**src/rtl/stereo_allpass_diffuser_assert.svh**
```systemverilog
// ----------------------------------------------------------------------------
// Assertion macros for the stereo allpass diffuser
// Shorthand for clocked implication checks that are disabled during reset.
// ----------------------------------------------------------------------------
`ifndef STEREO_ALLPASS_DIFFUSER_ASSERT_SVH
`define STEREO_ALLPASS_DIFFUSER_ASSERT_SVH

// The consequent must hold in the same cycle as the antecedent.
`define SAD_ASSERT_IMPL(name, clk, rst, ante, cons, msg) \
   name: assert property (@(posedge clk) disable iff (rst) (ante) |-> (cons)) \
      else $error(msg);

// The consequent must hold in the cycle after the antecedent.
`define SAD_ASSERT_NEXT(name, clk, rst, ante, cons, msg) \
   name: assert property (@(posedge clk) disable iff (rst) (ante) |=> (cons)) \
      else $error(msg);

`endif

```
**src/rtl/sad_pkg.sv**
```systemverilog
// ----------------------------------------------------------------------------
// Stereo allpass diffuser package
// Shared constants, types and saturation helpers.
// ----------------------------------------------------------------------------
`default_nettype none

package sad_pkg;

   localparam int RING_LENGTH = 4096;
   localparam int POS_BITS    = $clog2(RING_LENGTH);
   localparam int STAGE_COUNT = 4;
   localparam int STAGE_BITS  = $clog2(STAGE_COUNT);
   localparam int ADDR_BITS   = STAGE_BITS + POS_BITS;
   localparam int MEM_DEPTH   = STAGE_COUNT * RING_LENGTH;

   localparam int SAMPLE_BITS = 24;
   localparam int WORD_BITS   = SAMPLE_BITS + 4;
   localparam int AMT_BITS    = 16;
   localparam int DELAY_BITS  = 12;
   localparam int DELAY_REGS  = 4;
   localparam int REG_BITS    = $clog2(DELAY_REGS);

   localparam int REQ_BITS = 2 * SAMPLE_BITS + AMT_BITS;
   localparam int RSP_BITS = 2 * SAMPLE_BITS;

   localparam int AMOUNT_ONE   = 32768;
   localparam int BYPASS_BELOW = 33;
   localparam int RIGHT_OFFSET = 7;

   // Cross amount is round(0.3 * amount) = floor((3 * amount + 5) / 10); the
   // divide by ten is a multiply by ceil(2^20 / 10) and a shift.
   localparam int CROSS_MUL   = 3;
   localparam int CROSS_ADD   = 5;
   localparam int CROSS_RECIP = 104858;
   localparam int CROSS_SHIFT = 20;

   // Blend arithmetic widths.
   localparam int BLEND_SHIFT = 15;
   localparam int PROD_BITS   = WORD_BITS + AMT_BITS + 2;
   localparam int SUM_BITS    = PROD_BITS + 1;
   localparam int MIX_BITS    = SUM_BITS - BLEND_SHIFT;

   localparam longint WORD_MAX   = (64'sd1 <<< (WORD_BITS - 1)) - 64'sd1;
   localparam longint WORD_MIN   = -WORD_MAX - 64'sd1;
   localparam longint SAMPLE_MAX = (64'sd1 <<< (SAMPLE_BITS - 1)) - 64'sd1;
   localparam longint SAMPLE_MIN = -SAMPLE_MAX - 64'sd1;

   typedef logic signed [WORD_BITS-1:0]   word_type;
   typedef logic signed [SAMPLE_BITS-1:0] sample_type;
   typedef logic [DELAY_BITS-1:0]         delay_type;
   typedef logic [AMT_BITS-1:0]           amount_type;
   typedef logic [ADDR_BITS-1:0]          addr_type;

   localparam delay_type DELAY_RESET [DELAY_REGS] = '{
      DELAY_BITS'(1631), DELAY_BITS'(1896), DELAY_BITS'(2337), DELAY_BITS'(2690)
   };

   typedef struct packed {
      logic go;           // capture new products this cycle
      logic final_blend;  // wet/dry blend, saturates to the sample width
   } mix_ctl_type;

   function automatic word_type sat_word(input logic signed [MIX_BITS-1:0] x);
      word_type r;
      if (x > WORD_MAX) begin
         r = WORD_BITS'(WORD_MAX);
      end else if (x < WORD_MIN) begin
         r = WORD_BITS'(WORD_MIN);
      end else begin
         r = x[WORD_BITS-1:0];
      end
      return r;
   endfunction

   function automatic sample_type sat_sample(input logic signed [MIX_BITS-1:0] x);
      sample_type r;
      if (x > SAMPLE_MAX) begin
         r = SAMPLE_BITS'(SAMPLE_MAX);
      end else if (x < SAMPLE_MIN) begin
         r = SAMPLE_BITS'(SAMPLE_MIN);
      end else begin
         r = x[SAMPLE_BITS-1:0];
      end
      return r;
   endfunction

endpackage

`default_nettype wire

```
**src/rtl/sad_mix_unit.sv**
```systemverilog
// ----------------------------------------------------------------------------
// Blend unit
// Computes a*(1-k) + b*k for both channels from registered products, rounded and saturated.
// ----------------------------------------------------------------------------
`default_nettype none

module sad_mix_unit
   import sad_pkg::*;
(
   input  wire logic        clock,
   input  wire mix_ctl_type ctl,
   input  wire word_type    a_l,
   input  wire word_type    b_l,
   input  wire word_type    a_r,
   input  wire word_type    b_r,
   input  wire amount_type  k,
   output word_type         w_l,
   output word_type         w_r
);

   localparam int ROUND_HALF = 1 << (BLEND_SHIFT - 1);

   // a*(ONE-k) + b*k is rewritten as a*ONE + (b-a)*k, one product per channel.
   logic signed [WORD_BITS:0]     diff_l, diff_r;
   logic signed [AMT_BITS:0]      k_s;
   logic signed [PROD_BITS-1:0]   prod_l_in, prod_r_in;
   logic signed [PROD_BITS-1:0]   prod_l_ff, prod_r_ff;
   word_type                      base_l_ff, base_r_ff;
   logic                          final_ff;
   logic signed [SUM_BITS-1:0]    sum_l, sum_r;
   logic signed [MIX_BITS-1:0]    mix_l, mix_r;

   always_comb begin
      diff_l    = (WORD_BITS+1)'(b_l) - (WORD_BITS+1)'(a_l);
      diff_r    = (WORD_BITS+1)'(b_r) - (WORD_BITS+1)'(a_r);
      k_s       = signed'({1'b0, k});
      prod_l_in = PROD_BITS'(diff_l * k_s);
      prod_r_in = PROD_BITS'(diff_r * k_s);
   end

   always_ff @(posedge clock) begin
      if (ctl.go) begin
         prod_l_ff <= prod_l_in;
         prod_r_ff <= prod_r_in;
         base_l_ff <= a_l;
         base_r_ff <= a_r;
         final_ff  <= ctl.final_blend;
      end
   end

   always_comb begin
      sum_l = SUM_BITS'(prod_l_ff) + (SUM_BITS'(base_l_ff) <<< BLEND_SHIFT)
              + SUM_BITS'(ROUND_HALF);
      sum_r = SUM_BITS'(prod_r_ff) + (SUM_BITS'(base_r_ff) <<< BLEND_SHIFT)
              + SUM_BITS'(ROUND_HALF);
      mix_l = signed'(sum_l[SUM_BITS-1:BLEND_SHIFT]);
      mix_r = signed'(sum_r[SUM_BITS-1:BLEND_SHIFT]);
      w_l   = final_ff ? WORD_BITS'(sat_sample(mix_l)) : sat_word(mix_l);
      w_r   = final_ff ? WORD_BITS'(sat_sample(mix_r)) : sat_word(mix_r);
   end

endmodule

`default_nettype wire

```
**config.mk**
```make
export PLATFORM = sky130hd
export DESIGN_NAME = sad_mix_unit
export DESIGN_NICKNAME = d
export VERILOG_FILES = /design/src/rtl/stereo_allpass_diffuser_assert.svh /design/src/rtl/sad_pkg.sv /design/src/rtl/sad_mix_unit.sv
export SDC_FILE = /design/constraint.sdc
export NUM_CORES = 2
export LEC_CHECK = 0
export BUFFER_PORTS_ARGS = -buffer_cell sky130_fd_sc_hd__buf_2
export CORE_AREA = 2 2 276 278
export DETAILED_ROUTE_END_ITERATION = 10
export DIE_AREA = 0 0 278 280
export HOLD_SLACK_MARGIN = 0.12
export PLACE_DENSITY = 0.83
export SETUP_SLACK_MARGIN = 0.2
export SYNTH_ARGS = -nofsm -noshare
export SYNTH_HDL_FRONTEND = slang
export SYNTH_SLANG_ARGS = --single-unit
```
**constraint.sdc**
```tcl
create_clock -name clock -period 14.64 [get_ports clock]
set_clock_uncertainty 0.15 [all_clocks]
set_input_delay 2.196 -clock clock [delete_from_list [all_inputs] [get_ports clock]]
set_output_delay 2.196 -clock clock [all_outputs]
set_load 0.1 [all_outputs]
```
==> metrics.txt <==
status=finished, final reports clean; htree depth=4; critical path data required time=14700 ps; clock-pin slew on the worst setup and hold paths=60 ps; RSZ-0062 raised after global routing=no; CP Max Fanout=16; Synth async-reset ratio=0%; Worst Setup SP=a_r[0]; Slew @ Worst Pin=1110 ps; Routed WL per cell=17.8 um; ratio of cells with drive above 1 in the final layout=8.16%; Die W=278 um; slowest CP cell=xnor2_2; PortBufs=186; syn nets=6033; initial antenna violation count=1; Synth Cell Area=0.0424 mm^2; Mean Syn Cell Area=9.07 um^2; vias in the first global route=34.8k; starting DRC count in detailed routing=2073; yosys warns=0; Hold-fix buffers, CTS=0; maximum root-to-sink buffer count=2; number of buffers created by CTS=17; WL final=102000 um; largest net degree at the start of global routing=64; first-pass GRT wire length=170000 um; DR vias=31.9k; Tmin final=11770 ps; DRC violations left=0; Hold Crit Class=in -> reg; CP peak stage delay=750 ps; number of synthesized flops with an enable pin=121; Sum Neg Setup Slack=0 ps; DR vias/cell=5.56; # rows=101; Hold Vio Cnt, Final=0; cells after synthesis=4672; antenna viol nets, final=0; total gr overflow=0; Setup crit start kind=primary input; PostCTS Resize Cnt=0; Setup Crit Path Kind=in -> reg; Initial Util=56.4%; CP bufs+invs=5; Root Driver=clkbuf_16; cell repeated most along the worst path=fa_1; CP delay by family, top=adder cells; MaxCap Viol Count=0; crit end category=flop; Final period util=80.4%; top area cells in the synthesized netlist=fa_1 (42%), inv_1 (10%), ha_1 (9.9%); setup repair bufs after CTS=0; Seq/Total Area, Yosys=8.57%; Max-slew headroom=25.5%; top-area cell type share of the netlist area=42.2%; GRT Total Usage=27.6%; CTS tree=done; top_reg_cell synth=edfxtp_1; Area Overhead vs Synth=6.01%; #FFs+latches synth=121; Yosys cell types=99; crit path DAT=11840 ps; fillers=6178; dominant cell type by area after synthesis=fa_1; DPL Wire Length=76800 um; fmax=0.0849 GHz; Setup Viol. Count Final=0; Top Ports=187; CTS sink count=121; die area=0.0778 mm^2; Detailed Routing Iterations Pass 1=6; die height=280 um; gpl congestion=0.901; Pins Over Slew Limit=0; hold path startpoint=ctl[0]; Core Area=0.0752 mm^2; nets=6105
[layer usage]
| layer | wire length (um) | vias up | GRT usage (%) |
|---|---|---|---|
| met5 | 10 | - | 0 |
| met4 | 4650 | 2 | 12.7 |
| met3 | 7060 | 343 | 4.06 |
| met2 | 51700 | 1258 | 48.1 |
| met1 | 38700 | 16100 | 33.9 |
| li1 | - | 14200 | - |
[stage by stage]
stage	utilization [%]	instance area (um^2)	instances	hold slack, ps	setup WS [ps]
global placement	59.0	44400	5703	2230	2920
floorplan	-	42400	4672	2140	4050
global route	59.7	44900	5733	1740	2280
detailed placement	59.0	44400	5703	2240	2510
finish	59.7	44900	5734	1770	2870
CTS	59.7	44900	5733	1740	2910
[state kept, by name (all words and copies together) (netlist names)]
name / flops
base_l_ff: 28
base_r_ff: 28
final_ff: 1
prod_l_ff: 32
prod_r_ff: 32
[cell usage in the layout, fill, tap and decap left out, drive strengths merged, types with 6 or more instances in the layout]
cell and count:
nor2b 66, xnor2 107, a21o 94, a21boi 8, a211oi 16, fa 894
nor2 123, or3 10, a221oi 6, nor3 31, o21bai 11, inv 1145
a21oi 163, nand4 15, clkinv 7, a31o 11, nand2b 32, o31ai 9
edfxtp 121, and2 394, ha 336, and3 19, o21a 30, nand3 32
a311oi 7, nand2 567, o211ai 10, clkbuf 19, o21ai 83, xor2 51
or2 8, a31oi 17, buf 237
[Yosys cell counts, drive strengths merged (51+ instances only)]
cell,number
a21oi,163
xnor2,107
inv,1145
nor2b,66
o21ai,83
clkbuf,164
a21o,94
edfxtp,121
nor2,123
xor2,51
and2,394
fa,894
nand2,567
ha,336
[kinds of logic (layout without fill, tap and decap cells)]
kind of cell	Yosys count	count (layout)	share of synthesized area (%)
adder cells (fa/ha/maj)	1230	1230	52.2
other	0	1	0
AND/OR/NAND/NOR	1319	1319	15.4
XOR/XNOR	158	158	3.27
flip-flops	121	121	8.57
buffers and inverters	1329	1412	12.0
multiplexers	2	2	0.0502
AO/OA/AOI/OAI	513	513	8.55
[area by class of cell]
class / count / area, um^2 / share of cell area [%]
clock inverters: 11 / 108 / 0.240
repair buffers: 237 / 1320 / 2.94
clock buffers: 19 / 433 / 0.964
diodes: 1 / 2.50 / 0.00557
flip-flops and latches: 121 / 3630 / 8.09
well taps: 978 / 1220 / 2.72
multi-input cells: 3222 / 33900 / 75.5
inverters: 1145 / 4300 / 9.57
[worst paths after layout]
kind | endpoint | slack [ps] | cells after the start
worst max-delay path | prod_r_ff[45] | 2870 | 34
worst min-delay path | final_ff | 1770 | 1
Power is left out: the tool's default activity adds up to more than one toggle a clock period on the data nets, which glitch-free logic cannot reach.
